==> config.mk <==
export PLATFORM = sky130hd
export DESIGN_NAME = fir_filtered_temperature_pid
export DESIGN_NICKNAME = d
export VERILOG_FILES = /design/src/rtl/core/fftp_pkg.sv /design/src/rtl/core/fftp_tap_cell.sv /design/src/rtl/core/fftp_pid_unit.sv /design/src/rtl/core/fir_filtered_temperature_pid.sv
export VERILOG_INCLUDE_DIRS = /design/src /design/src/rtl/core
export SDC_FILE = /design/constraint.sdc
export NUM_CORES = 2
export LEC_CHECK = 0
export ABC_CLOCK_PERIOD_IN_PS = 6700
export CAP_MARGIN = 10
export CORE_MARGIN = 10
export CORE_UTILIZATION = 49
export CTS_BUF_LIST = sky130_fd_sc_hd__clkbuf_2
export DETAILED_ROUTE_END_ITERATION = 8
export DONT_BUFFER_PORTS = 1
export PLACE_DENSITY_LB_ADDON = 0.1
export SLEW_MARGIN = 25
export SYNTH_ARGS = -nofsm -noshare
export SYNTH_HDL_FRONTEND = slang
export SYNTH_SLANG_ARGS = --single-unit
==> constraint.sdc <==
create_clock -name clk -period 6.7 [get_ports clk]
set_input_delay 1.005 -clock clk [delete_from_list [all_inputs] [get_ports clk]]
set_output_delay 1.005 -clock clk [all_outputs]
set_load 0.01 [all_outputs]
==> src/rtl/core/fir_filtered_temperature_pid_assert.svh <==
// ----------------------------------------------------------------------------
// fir_filtered_temperature_pid_assert.svh
// Assertion macros shared by the temperature loop modules.
// ----------------------------------------------------------------------------
`ifndef FIR_FILTERED_TEMPERATURE_PID_ASSERT_SVH
`define FIR_FILTERED_TEMPERATURE_PID_ASSERT_SVH

// Same-cycle implication, sampled on clk, off during rst
`define FFTP_ASSERT_NOW(label, ante, cons, msg) \
  label: assert property (@(posedge clk) disable iff (rst) (ante) |-> (cons)) \
    else $error(msg);

// Next-cycle implication, sampled on clk, off during rst
`define FFTP_ASSERT_NEXT(label, ante, cons, msg) \
  label: assert property (@(posedge clk) disable iff (rst) (ante) |=> (cons)) \
    else $error(msg);

`endif

==> src/rtl/core/fftp_pkg.sv <==
// ----------------------------------------------------------------------------
// fftp_pkg
// Types, widths, constants and tap table of the filtered temperature loop.
// ----------------------------------------------------------------------------
package fftp_pkg;

  // Delay line length
  localparam int TAP_COUNT = 10;
  localparam int CNT_W     = (TAP_COUNT > 2) ? $clog2(TAP_COUNT) : 1;

  // Field widths
  localparam int SAMPLE_W = 10;
  localparam int TAP_W    = 16;
  localparam int CFG_W    = 16;
  localparam int TEMP_W   = 16;
  localparam int ERR_W    = 17;
  localparam int DRIVE_W  = 16;
  localparam int DUTY_W   = 8;
  localparam int IDX_W    = 2;

  // Datapath widths
  localparam int PROD_W = SAMPLE_W + 1 + TAP_W;
  localparam int ACC_W  = PROD_W + 1;
  localparam int SCL_W  = ACC_W + 16;
  localparam int TSUM_W = SCL_W + 2;
  localparam int MUL_W  = CFG_W + ERR_W;
  localparam int PACC_W = MUL_W + 3;

  // Register indexes
  localparam logic [IDX_W-1:0] REG_SETPOINT   = 2'd0;
  localparam logic [IDX_W-1:0] REG_GAIN_NOW   = 2'd1;
  localparam logic [IDX_W-1:0] REG_GAIN_PREV1 = 2'd2;
  localparam logic [IDX_W-1:0] REG_GAIN_PREV2 = 2'd3;

  // Register reset values
  localparam logic signed [CFG_W-1:0] SETPOINT_RST   = 16'sd3200;
  localparam logic signed [CFG_W-1:0] GAIN_NOW_RST   = -16'sd15360;
  localparam logic signed [CFG_W-1:0] GAIN_PREV1_RST = 16'sd20813;
  localparam logic signed [CFG_W-1:0] GAIN_PREV2_RST = -16'sd5579;

  // Count to temperature mapping, Q.31 offset and Q.16 slope
  localparam logic signed [15:0]       SCALE_K  = 16'sd32383;
  localparam logic signed [TSUM_W-1:0] T_OFFSET = 46'sd746192585622;
  localparam logic signed [TSUM_W-1:0] T_ROUND  = 46'sd16777216;
  localparam logic signed [TSUM_W-1:0] TEMP_HI  = 46'sd32767;
  localparam logic signed [TSUM_W-1:0] TEMP_LO  = -46'sd32768;

  // Drive rounding and limits, Q8.8
  localparam logic signed [PACC_W-1:0] D_ROUND = 36'sd128;
  localparam logic signed [PACC_W-1:0] D_HI    = 36'sd65280;
  localparam logic signed [PACC_W-1:0] D_LO    = 36'sd0;
  localparam logic [DRIVE_W-1:0]       DRIVE_MAX = 16'd65280;

  // Low-pass taps, Q1.15
  localparam int NUM_TAPS_DEF = 10;
  localparam logic signed [TAP_W-1:0] TAPS [NUM_TAPS_DEF] = '{
    -16'sd180, 16'sd494, -16'sd605, -16'sd2279, 16'sd18954,
    16'sd18954, -16'sd2279, -16'sd605, 16'sd494, -16'sd180
  };

  // Tap of a given position; positions past the table are zero
  function automatic logic signed [TAP_W-1:0] tap_coef(input logic [4:0] idx);
    logic signed [TAP_W-1:0] c;
    c = '0;
    if (idx < 5'd10) begin
      c = TAPS[idx[3:0]];
    end
    return c;
  endfunction

  // Sequencer states
  typedef enum logic [3:0] {
    ST_IDLE,
    ST_FILT,
    ST_SCALE,
    ST_TEMP,
    ST_MAC0,
    ST_MAC1,
    ST_MAC2,
    ST_MAC3,
    ST_DRIVE,
    ST_DONE
  } state_t;

  // Operand choice of the shared multiplier
  typedef enum logic [1:0] {
    SEL_NOW,
    SEL_PREV1,
    SEL_PREV2
  } mac_sel_t;

  // Controls from the sequencer to the PID unit
  typedef struct packed {
    logic     scale_en;
    logic     temp_en;
    logic     mul_en;
    mac_sel_t mul_sel;
    logic     add_en;
    logic     drive_en;
  } pid_ctrl_t;

endpackage

==> src/rtl/core/fftp_tap_cell.sv <==
// ----------------------------------------------------------------------------
// fftp_tap_cell
// One delay-line stage: holds a sample and adds its tap product to the
// partial sum passed along from the previous stage.
// ----------------------------------------------------------------------------
module fftp_tap_cell
  import fftp_pkg::*;
(
  input  logic                     clk,
  input  logic                     rst,
  input  logic                     shift_en,
  input  logic signed [TAP_W-1:0]  tap,
  input  logic [SAMPLE_W-1:0]      sample_in,
  input  logic signed [ACC_W-1:0]  psum_in,
  output logic [SAMPLE_W-1:0]      sample_out,
  output logic signed [ACC_W-1:0]  psum_out
);

  logic [SAMPLE_W-1:0]     sample;
  logic signed [ACC_W-1:0] psum;
  logic signed [PROD_W-1:0] prod;

  // Shift the sample in on an accepted item
  always_ff @(posedge clk) begin
    if (rst) begin
      sample <= '0;
    end else if (shift_en) begin
      sample <= sample_in;
    end
  end

  // Tap product against a fixed coefficient
  assign prod = $signed({1'b0, sample}) * tap;

  // Advance the partial sum one stage
  always_ff @(posedge clk) begin
    psum <= psum_in + ACC_W'(prod);
  end

  assign sample_out = sample;
  assign psum_out   = psum;

endmodule

==> src/rtl/core/fftp_pid_unit.sv <==
// ----------------------------------------------------------------------------
// fftp_pid_unit
// Maps the filtered count to temperature, forms the error and runs the
// incremental PID on one shared multiplier.
// ----------------------------------------------------------------------------
module fftp_pid_unit
  import fftp_pkg::*;
(
  input  logic                     clk,
  input  logic                     rst,
  input  pid_ctrl_t                ctrl,
  input  logic signed [ACC_W-1:0]  filt_sum,
  input  logic signed [CFG_W-1:0]  setpoint,
  input  logic signed [CFG_W-1:0]  gain_now,
  input  logic signed [CFG_W-1:0]  gain_prev1,
  input  logic signed [CFG_W-1:0]  gain_prev2,
  output logic [DRIVE_W-1:0]       drive,
  output logic signed [TEMP_W-1:0] temp
);

  logic signed [SCL_W-1:0]  scaled;
  logic signed [TSUM_W-1:0] tsum;
  logic signed [TSUM_W-1:0] tshift;
  logic signed [TEMP_W-1:0] temp_next;
  logic signed [ERR_W-1:0]  err;
  logic signed [ERR_W-1:0]  err_next;
  logic signed [ERR_W-1:0]  error_back1;
  logic signed [ERR_W-1:0]  error_back2;
  logic signed [CFG_W-1:0]  mul_a;
  logic signed [ERR_W-1:0]  mul_b;
  logic signed [MUL_W-1:0]  prod;
  logic signed [PACC_W-1:0] pacc;
  logic signed [PACC_W-1:0] dsum;
  logic signed [PACC_W-1:0] dshift;
  logic [DRIVE_W-1:0]       drive_next;
  logic [DRIVE_W-1:0]       drive_prev;

  // Scale the filtered count
  always_ff @(posedge clk) begin
    if (ctrl.scale_en) begin
      scaled <= filt_sum * SCALE_K;
    end
  end

  // Offset, round, shift down to Q10.6 and saturate
  always_comb begin
    tsum   = T_OFFSET - TSUM_W'(scaled) + T_ROUND;
    tshift = tsum >>> 25;
    if (tshift > TEMP_HI) begin
      temp_next = TEMP_HI[TEMP_W-1:0];
    end else if (tshift < TEMP_LO) begin
      temp_next = TEMP_LO[TEMP_W-1:0];
    end else begin
      temp_next = tshift[TEMP_W-1:0];
    end
    err_next = ERR_W'(setpoint) - ERR_W'(temp_next);
  end

  // Hold temperature and present error
  always_ff @(posedge clk) begin
    if (ctrl.temp_en) begin
      temp <= temp_next;
      err  <= err_next;
    end
  end

  // Pick gain and error for the shared multiplier
  always_comb begin
    case (ctrl.mul_sel)
      SEL_NOW: begin
        mul_a = gain_now;
        mul_b = err;
      end
      SEL_PREV1: begin
        mul_a = gain_prev1;
        mul_b = error_back1;
      end
      SEL_PREV2: begin
        mul_a = gain_prev2;
        mul_b = error_back2;
      end
      default: begin
        mul_a = '0;
        mul_b = '0;
      end
    endcase
  end

  // Register the product; preload the accumulator with the previous drive, then accumulate
  always_ff @(posedge clk) begin
    if (ctrl.mul_en) begin
      prod <= mul_a * mul_b;
    end
    if (ctrl.temp_en) begin
      pacc <= $signed({{(PACC_W - DRIVE_W - 8){1'b0}}, drive_prev, 8'b0});
    end else if (ctrl.add_en) begin
      pacc <= pacc + PACC_W'(prod);
    end
  end

  // Round to Q8.8 and clamp to 0..255.0
  always_comb begin
    dsum   = pacc + D_ROUND;
    dshift = dsum >>> 8;
    if (dshift > D_HI) begin
      drive_next = DRIVE_MAX;
    end else if (dshift < D_LO) begin
      drive_next = '0;
    end else begin
      drive_next = dshift[DRIVE_W-1:0];
    end
  end

  // Commit drive and age the error history
  always_ff @(posedge clk) begin
    if (rst) begin
      drive_prev  <= '0;
      error_back1 <= '0;
      error_back2 <= '0;
    end else if (ctrl.drive_en) begin
      drive_prev  <= drive_next;
      error_back1 <= err;
      error_back2 <= error_back1;
    end
  end

  assign drive = drive_prev;

`include "fir_filtered_temperature_pid_assert.svh"

  `FFTP_ASSERT_NOW(a_drive_in_range, 1'b1, drive_prev <= DRIVE_MAX, "drive above 255.0")
  `FFTP_ASSERT_NEXT(a_age1, ctrl.drive_en, error_back1 == $past(err), "error not kept")
  `FFTP_ASSERT_NEXT(a_age2, ctrl.drive_en, error_back2 == $past(error_back1), "history stuck")

endmodule

==> src/rtl/core/fir_filtered_temperature_pid.sv <==
// ----------------------------------------------------------------------------
// fir_filtered_temperature_pid
// Sensor sample -> 10-tap low-pass -> temperature -> incremental PID duty.
//
//   channel  | handshake                   | payload
//   ---------+-----------------------------+--------------------------
//   sample   | sample_valid / sample_stall | adc_sample
//   result   | result_valid / result_stall | duty, temperature
//   config   | cfg_write                   | cfg_index, cfg_data
//
// Each accepted item lets the partial sum ripple through the chain of tap
// cells one stage a cycle; then a separate multiplier scales the filtered
// count and one shared multiplier forms the three PID products, before the
// result is registered. rst is synchronous and restores the register
// defaults and clears the history. sample_stall is high while an item is
// in work; a stalled result holds and the next item waits until it leaves.
// ----------------------------------------------------------------------------
module fir_filtered_temperature_pid
  import fftp_pkg::*;
(
  input  logic                     clk,
  input  logic                     rst,
  input  logic                     sample_valid,
  output logic                     sample_stall,
  input  logic [SAMPLE_W-1:0]      adc_sample,
  output logic                     result_valid,
  input  logic                     result_stall,
  output logic [DUTY_W-1:0]        duty,
  output logic signed [TEMP_W-1:0] temperature,
  input  logic                     cfg_write,
  input  logic [IDX_W-1:0]         cfg_index,
  input  logic [CFG_W-1:0]         cfg_data
);

  state_t     state;
  state_t     state_next;
  logic [CNT_W-1:0] cnt;
  logic [CNT_W-1:0] cnt_next;
  pid_ctrl_t  ctrl;
  logic       accept;
  logic       out_load;
  logic       out_free;

  logic signed [CFG_W-1:0] setpoint;
  logic signed [CFG_W-1:0] gain_now;
  logic signed [CFG_W-1:0] gain_prev1;
  logic signed [CFG_W-1:0] gain_prev2;

  logic [SAMPLE_W-1:0]     smp  [TAP_COUNT];
  logic signed [ACC_W-1:0] psum [TAP_COUNT];
  logic [DRIVE_W-1:0]      drive;
  logic signed [TEMP_W-1:0] temp;

  assign sample_stall = (state != ST_IDLE);
  assign accept       = sample_valid && !sample_stall;
  assign out_free     = !result_valid || !result_stall;

  // Configuration registers
  always_ff @(posedge clk) begin
    if (rst) begin
      setpoint   <= SETPOINT_RST;
      gain_now   <= GAIN_NOW_RST;
      gain_prev1 <= GAIN_PREV1_RST;
      gain_prev2 <= GAIN_PREV2_RST;
    end else if (cfg_write) begin
      unique case (cfg_index)
        REG_SETPOINT:   setpoint   <= cfg_data;
        REG_GAIN_NOW:   gain_now   <= cfg_data;
        REG_GAIN_PREV1: gain_prev1 <= cfg_data;
        REG_GAIN_PREV2: gain_prev2 <= cfg_data;
        default: ;
      endcase
    end
  end

  // Chain of tap cells
  for (genvar i = 0; i < TAP_COUNT; i++) begin : g_cell
    logic [SAMPLE_W-1:0]     s_in;
    logic signed [ACC_W-1:0] p_in;
    if (i == 0) begin : g_head
      assign s_in = adc_sample;
      assign p_in = '0;
    end else begin : g_link
      assign s_in = smp[i-1];
      assign p_in = psum[i-1];
    end
    fftp_tap_cell u_cell (
      .clk        (clk),
      .rst        (rst),
      .shift_en   (accept),
      .tap        (tap_coef(5'(i))),
      .sample_in  (s_in),
      .psum_in    (p_in),
      .sample_out (smp[i]),
      .psum_out   (psum[i])
    );
  end

  // Temperature and PID datapath
  fftp_pid_unit u_pid (
    .clk        (clk),
    .rst        (rst),
    .ctrl       (ctrl),
    .filt_sum   (psum[TAP_COUNT-1]),
    .setpoint   (setpoint),
    .gain_now   (gain_now),
    .gain_prev1 (gain_prev1),
    .gain_prev2 (gain_prev2),
    .drive      (drive),
    .temp       (temp)
  );

  // State register and ripple counter
  always_ff @(posedge clk) begin
    if (rst) begin
      state <= ST_IDLE;
      cnt   <= '0;
    end else begin
      state <= state_next;
      cnt   <= cnt_next;
    end
  end

  // Next state and datapath controls
  always_comb begin
    state_next = state;
    cnt_next   = cnt;
    ctrl       = '{scale_en: 1'b0, temp_en: 1'b0, mul_en: 1'b0,
                   mul_sel: SEL_NOW, add_en: 1'b0, drive_en: 1'b0};
    out_load   = 1'b0;
    unique case (state)
      ST_IDLE: begin
        cnt_next = '0;
        if (accept) begin
          state_next = ST_FILT;
        end
      end
      ST_FILT: begin
        cnt_next = cnt + 1'b1;
        if (cnt == CNT_W'(TAP_COUNT - 1)) begin
          state_next = ST_SCALE;
        end
      end
      ST_SCALE: begin
        ctrl.scale_en = 1'b1;
        state_next    = ST_TEMP;
      end
      ST_TEMP: begin
        ctrl.temp_en = 1'b1;
        state_next   = ST_MAC0;
      end
      ST_MAC0: begin
        ctrl.mul_en  = 1'b1;
        ctrl.mul_sel = SEL_NOW;
        state_next   = ST_MAC1;
      end
      ST_MAC1: begin
        ctrl.mul_en  = 1'b1;
        ctrl.mul_sel = SEL_PREV1;
        ctrl.add_en  = 1'b1;
        state_next   = ST_MAC2;
      end
      ST_MAC2: begin
        ctrl.mul_en  = 1'b1;
        ctrl.mul_sel = SEL_PREV2;
        ctrl.add_en  = 1'b1;
        state_next   = ST_MAC3;
      end
      ST_MAC3: begin
        ctrl.add_en = 1'b1;
        state_next  = ST_DRIVE;
      end
      ST_DRIVE: begin
        ctrl.drive_en = 1'b1;
        state_next    = ST_DONE;
      end
      ST_DONE: begin
        if (out_free) begin
          out_load   = 1'b1;
          state_next = ST_IDLE;
        end
      end
      default: begin
        state_next = ST_IDLE;
      end
    endcase
  end

  // Output register: load a finished item, drop it once taken
  always_ff @(posedge clk) begin
    if (rst) begin
      result_valid <= 1'b0;
    end else if (out_load) begin
      result_valid <= 1'b1;
    end else if (!result_stall) begin
      result_valid <= 1'b0;
    end
  end

  always_ff @(posedge clk) begin
    if (out_load) begin
      duty        <= drive[DRIVE_W-1:DRIVE_W-DUTY_W];
      temperature <= temp;
    end
  end

`include "fir_filtered_temperature_pid_assert.svh"

  `FFTP_ASSERT_NEXT(a_accept_starts, accept, state == ST_FILT && cnt == '0, "accept did not start the filter pass")
  `FFTP_ASSERT_NEXT(a_done_loads, state == ST_DONE && out_free, result_valid && state == ST_IDLE, "finished item not loaded")
  `FFTP_ASSERT_NOW(a_one_in_work, state != ST_IDLE, sample_stall, "input open while an item is in work")

endmodule
# --- Yosys cells after proc, flatten, opt, wreduce, memory -nomap -nowiden ---
# Index checks and enable logic that the tools add are counted.
# Widths: inputs -> output; s select.
word_totals:
  ff_bits: 663
  inputBits: 33
  out_inout_bits: 26
  elab_cells: 127
classes:
  addsub: 15
  mul: 12
  n_lt_le_gt_ge: 4
  eq_ne: 19
  muxes: 22
  n_reduce_logical: 17
ops:
  columns: ["operator", "count"]
  rows:
  - ["$add 28x27->28", 3]
  - ["$mux 16", 4]
  - ["$add 28x22->28", 2]
  - ["$add 28x24->28", 2]
  - ["$pmux 17 s3", 1]
  - ["$mul 10x14->24 const B", 2]
  - ["$mul 11x13->24 const B", 2]
  - ["$mux 24", 2]
  - ["$pmux 16 s3", 1]
  - ["$add 45x26->46 const B", 1]
  - ["$sub 41x44->45 const A", 1]
  - ["$mul 11x11->22 const B", 2]
  - ["$mul 28x16->44 const B", 1]
  - ["$pmux 4 s10", 1]
  - ["$add 36x33->36", 1]
  - ["$add 36x9->36 const B", 1]
  - ["$mul 10x8->18 const B", 2]
  - ["$mul 11x7->18 const B", 2]
  - ["$mul 16x17->33", 1]
  - ["$add 28x20->28", 1]
  - ["$gt 28x17->1 const B", 1]
  - ["$lt 28x1->1 const B", 1]
  - ["$add 20x20->21", 1]
  - ["$gt 21x16->1 const B", 1]
  - ["other kinds (25)", 52]

# --- Longest topological paths before layout ---
logic_depth:
  word_depth: 6
  ltp_mapped: 31
  mapped_depth_nobuf: 30

# --- Hierarchy ---
# A second synthesis with hierarchy kept.
hier_totals:
  hier_cells: 12252
  hier_area_um2: 113363.7
modules_own_cells:
  columns: ["module", "instances", "cells_each", "area_each_um2"]
  rows:
  - ["fftp_tap_cell at g_cell[0].u_cell ...", 6, 877, 7932.6]
  - ["fftp_pid_unit", 1, 3045, 30260.3]
  - ["fftp_tap_cell at g_cell[7].u_cell ...", 2, 894, 8021.4]
  - ["fftp_tap_cell at g_cell[9].u_cell", 1, 887, 7963.9]
  - ["fftp_tap_cell at g_cell[6].u_cell", 1, 890, 7953.9]
  - ["fir_filtered_temperature_pid", 1, 380, 3547.2]

# --- Worst setup path before layout ---
# No wires, ideal clock.
synth_timing:
  path_kind: "reg2reg"
  from: "reg state[2]"
  to: "reg u_pid.prod[32] (data pin)"
  setup_ps: 260
  arrival_ps: 7181
  required_ps: 6440
  path_slack_ps: -741
  stages_incl_launch_ff: 27
  n_path_buf: 3
  period_less_slack_ps: 7441
  path_cell_list: "dfxtp_1 nand2b_1 nor3b_1 clkbuf_1 buf_1 nand2_1 nand2_1 clkbuf_1 nand2_1 fa_1 inv_1 fa_1 fa_1 fa_1 fa_1 fa_1 ha_1 a21o_1 a21o_1 a21oi_1 nor2_1 a2111oi_0 a21boi_0 o211a_1 o21bai_1 a21oi_1 xnor2_1"
synth_between:
  elab_chain_cells: 5
  elab_cells_between_ends: 10
synth_lines:
  columns: ["element", "line", "rtl"]
  rows:
  - ["start: declaration", "fir_filtered_temperature_pid.sv:35", "state_t state;"]
  - ["start signal: assignment", "fir_filtered_temperature_pid.sv:119", "state <= state_next;"]
  - ["$eq 4x3->1", "fir_filtered_temperature_pid.sv:131", "unique case (state)"]
  - ["$pmux 3 s3 *", "fir_filtered_temperature_pid.sv:131", null]
  - ["$eq 2x2->1, or another cell as far along", "fftp_pid_unit.sv:69", "case (ctrl.mul_sel)"]
  - ["$pmux 16 s3 or $pmux 17 s3 (tied branches)", "fftp_pid_unit.sv:69", null]
  - ["$mul 16x17->33 *", "fftp_pid_unit.sv:92", "prod <= mul_a * mul_b;"]
  - ["end signal: assignment", "fftp_pid_unit.sv:92", null]
  - ["end: declaration", "fftp_pid_unit.sv:31", "logic signed [MUL_W-1:0] prod;"]
# Mark *: on every way between the ends. The rest lies on a longest branch, timed or not.
# A chain may end at the register's enable or synchronous reset.

# --- Worst setup path after layout ---
layout_timing:
  from: "reg state[0]"
  to: "reg u_pid.prod[32] (data pin)"
# Same word-level chain as after synthesis.

==> results.sh <==
export IMPL_cts_tree="yes"
export IMPL_track_usage_pct=21.3
export IMPL_synth_enable_flop_cells=150
export IMPL_clock_path_buffers=3
export IMPL_area_growth_pct=11.6
export IMPL_via_per_inst=5.15
export IMPL_rows=140
export IMPL_place_ws_ns=-0.458
export IMPL_dr_pass1_iters=9
export IMPL_grt_max_degree=222
export IMPL_synth_top_area_share_pct=26.1
export IMPL_gr_total_overflow=0
export IMPL_wirelength_um=170000
export IMPL_synth_seq_cells=655
export IMPL_hold_viol=0
export IMPL_postSynthAreaPerCell_um2=9.44
export IMPL_initial_utilization_pct=49.2
export IMPL_end_kind="register"
export IMPL_cts_made_buffers=187
export IMPL_tightest_slew_ns=1.13
export IMPL_htree_levels=4
export IMPL_layout_min_cycle_time_ns=7.06
export IMPL_synth_warnings=0
export IMPL_dpl_cell_area_um2=76600
export IMPL_syn_num_nets=9609
export IMPL_crit_path_max_incr_delay_ns=0.49
export IMPL_worstPathMaxFanout=11
export IMPL_cp_slowest_cell="fa_1"
export IMPL_startpoint_type="register"
export IMPL_failed_checks="setup timing"
export IMPL_die_w_um=402
export IMPL_place_hpwl_um=138000
export IMPL_yosys_top_cells_area="fa_1 (26%), ha_1 (19%), dfxtp_1 (14%)"
export IMPL_ys_types=92
export IMPL_synthFlopType="dfxtp_1"
export IMPL_required_ns=8.11
export IMPL_slew_headroom_pct=25.0
export IMPL_syn_inst=7584
export IMPL_fin_crit_sh_pct=105
export IMPL_dr_total_vias=52400
export IMPL_stdcell_area_um2=79800
export IMPL_yosys_area_top_type="fa_1"
export IMPL_ys_seq_area_share_pct=20.4
export IMPL_path_class="register to register"
export IMPL_clock_skew_ns=0.167
export IMPL_dp_cells=9723
export IMPL_status="finished, violations left"
export IMPL_cap_violations=0
export IMPL_antenna_found_initial=19
export IMPL_fmax_mhz=142
export IMPL_grt_setup_unrepaired="true"
export IMPL_fp_dieH_um=402
export IMPL_syn_area_um2=71600
export IMPL_die_area_um2=162000
export IMPL_final_cells=10200
export IMPL_clkSinkCount=655
export IMPL_grt_pass1_wl_um=281000
export IMPL_antenna_left=0
export IMPL_nets=10100
export IMPL_critPathArrivalTime_ns=8.47
export IMPL_grt_pass1_vias=54100
export IMPL_core_area_um2=145000
export IMPL_hp_class="input port to register"
export IMPL_drive_above_1_share_pct=11.2
export IMPL_cpMostUsedCell="fa_1"
export IMPL_synthArstFlopShare_pct=0
export IMPL_drcViolationCount=0
export IMPL_cts_root_buf="clkbuf_2"
export IMPL_wl_per_cell_um=16.7
export IMPL_slew_violations=0
export IMPL_setup_slack_ns=-0.358
export IMPL_crit_family="adder cells"
export IMPL_numPortBuffers=0
export IMPL_io_pin_count=59
export IMPL_setup_violations=10
export IMPL_clock_latency_ns=1.65
export IMPL_gp_congestion=0.914
export IMPL_cp_num_buf_inv=7
export IMPL_dr_first_iter_drc_count=2645
export IMPL_path_clk_slew_ns=0.11
## cells in the final DEF, fill, tap and decap left out, drive strengths merged, types with 81 or more instances in the layout
master and count:
inv 1464, ha 1060, fa 932, nand2 752, dfxtp 505, a21oi 480
nor2 439, buf 393, xnor2 315, clkbuf 273, o21ai 192, edfxtp 150
a21o 115, xor2 114, nor3 103, nand3 81
## registers in the layout, indices dropped and copies added, names as in the netlist
| signal | count |
|---|---|
| result_valid | 1 |
| u_pid.prod | 33 |
| gain_prev2 | 16 |
| u_pid.err | 17 |
| u_pid.temp | 16 |
| setpoint | 16 |
| state | 4 |
| gain_prev1 | 16 |
| u_pid.error_back1 | 17 |
| gain_now | 16 |
| u_pid.error_back2 | 17 |
| g_cell.u_cell.psum_out | 262 |
| temperature | 16 |
| u_pid.scaled | 44 |
| u_pid.pacc | 36 |
| cnt | 4 |
| u_pid.drive | 16 |
| duty | 8 |
| g_cell.u_cell.sample_out | 100 |
## synthesized netlist by cell type (8+ instances only)
master / count
a2111oi_0: 10
a211o_1: 12
a211oi_1: 48
a21boi_0: 16
a21o_1: 115
a21oi_1: 476
a222oi_1: 8
a22oi_1: 34
a31o_2: 16
a31oi_1: 26
and2_1: 35
and3_1: 36
clkbuf_1: 132
dfxtp_1: 505
edfxtp_1: 150
fa_1: 932
ha_1: 1060
inv_1: 1458
nand2_1: 752
nand2b_1: 42
nand3_1: 77
nand3b_1: 31
nand4_1: 29
nor2_1: 439
nor2b_1: 34
nor3_1: 103
nor4_1: 9
o211ai_1: 17
o21a_1: 68
o21ai_0: 181
o21ai_1: 10
o21bai_1: 52
o31a_1: 9
o31ai_1: 23
or2_2: 49
or3_1: 26
xnor2_1: 315
xor2_1: 114
## path summary, 6_finish.rpt
path / from / to / slack (ns) / cells after the start
worst max-delay path: state[0]$_SDFFE_PP0P_ / u_pid.prod[32]$_DFFE_PP_ / -0.36 / 29
worst min-delay path: cfg_data[13] / gain_prev1[13]$_SDFFE_PP0P_ / 0.24 / 3
worst max register to register: state[0]$_SDFFE_PP0P_ / u_pid.prod[32]$_DFFE_PP_ / -0.36 / 29
worst min register to register: g_cell[7].u_cell.psum_out[0]$_DFF_P_ / g_cell[8].u_cell.psum_out[0]$_DFF_P_ / 0.33 / 0
## cell families after synthesis
family / Yosys count / synth area share [%]
AND/OR/NAND/NOR: 1708 / 10.7
flip-flops: 655 / 20.4
adder cells (fa/ha/maj): 1992 / 44.6
AO/OA/AOI/OAI: 1199 / 10.6
buffers and inverters: 1598 / 8.41
XOR/XNOR: 430 / 5.28
multiplexers: 2 / 0.0280
## routing by layer
metal	wire length (um)	global-route usage, %	vias up
li1	-	-	25700
met4	3230	4.89	18
met1	81200	30.2	25500
met5	102	0	-
met2	76900	33.9	960
met3	8440	3.66	235
## tightest hold or removal path: stages
cell and delay (ns):
dlygate4sd3_1 0.65, nand2_1 0.10, a21oi_1 0.05
## timing repair
item                                   in CTS  in global routing
gates cloned                                2                  0
setup endpoints to repair                  16                 23
pin swaps                                  57                 43
endpoints found under the hold margin     247                  0
buffers inserted                           26                  5
resized for setup                          84                 65
hold buffers                               66                  0
## final cells by class
| class | count | area [um^2] |
|---|---|---|
| Fill cell | 13500 | 65600 |
| Multi-Input combinational cell | 5331 | 51500 |
| Sequential cell | 655 | 14700 |
| Inverter | 1458 | 5470 |
| Timing Repair Buffer | 460 | 3990 |
| Tap cell | 1917 | 2400 |
| Clock buffer | 273 | 1370 |
| Clock inverter | 63 | 383 |
| Antenna cell | 12 | 30.0 |
## metrics by stage
stage | hold WS, ns | util, % | setup TNS, ns
after global placement | 0.315 | 52.6 | -2.13
final | 0.241 | 54.9 | -1.94
after global routing | 0.0143 | 54.9 | -5.71
after floorplan | 0.310 | - | -0.311
after CTS | 0.00862 | 54.7 | -1.55
after detailed placement | 0.312 | 52.7 | -3.05
Power is left out: the tool's default activity adds up to more than one toggle a clock period on the data nets, which glitch-free logic cannot reach.
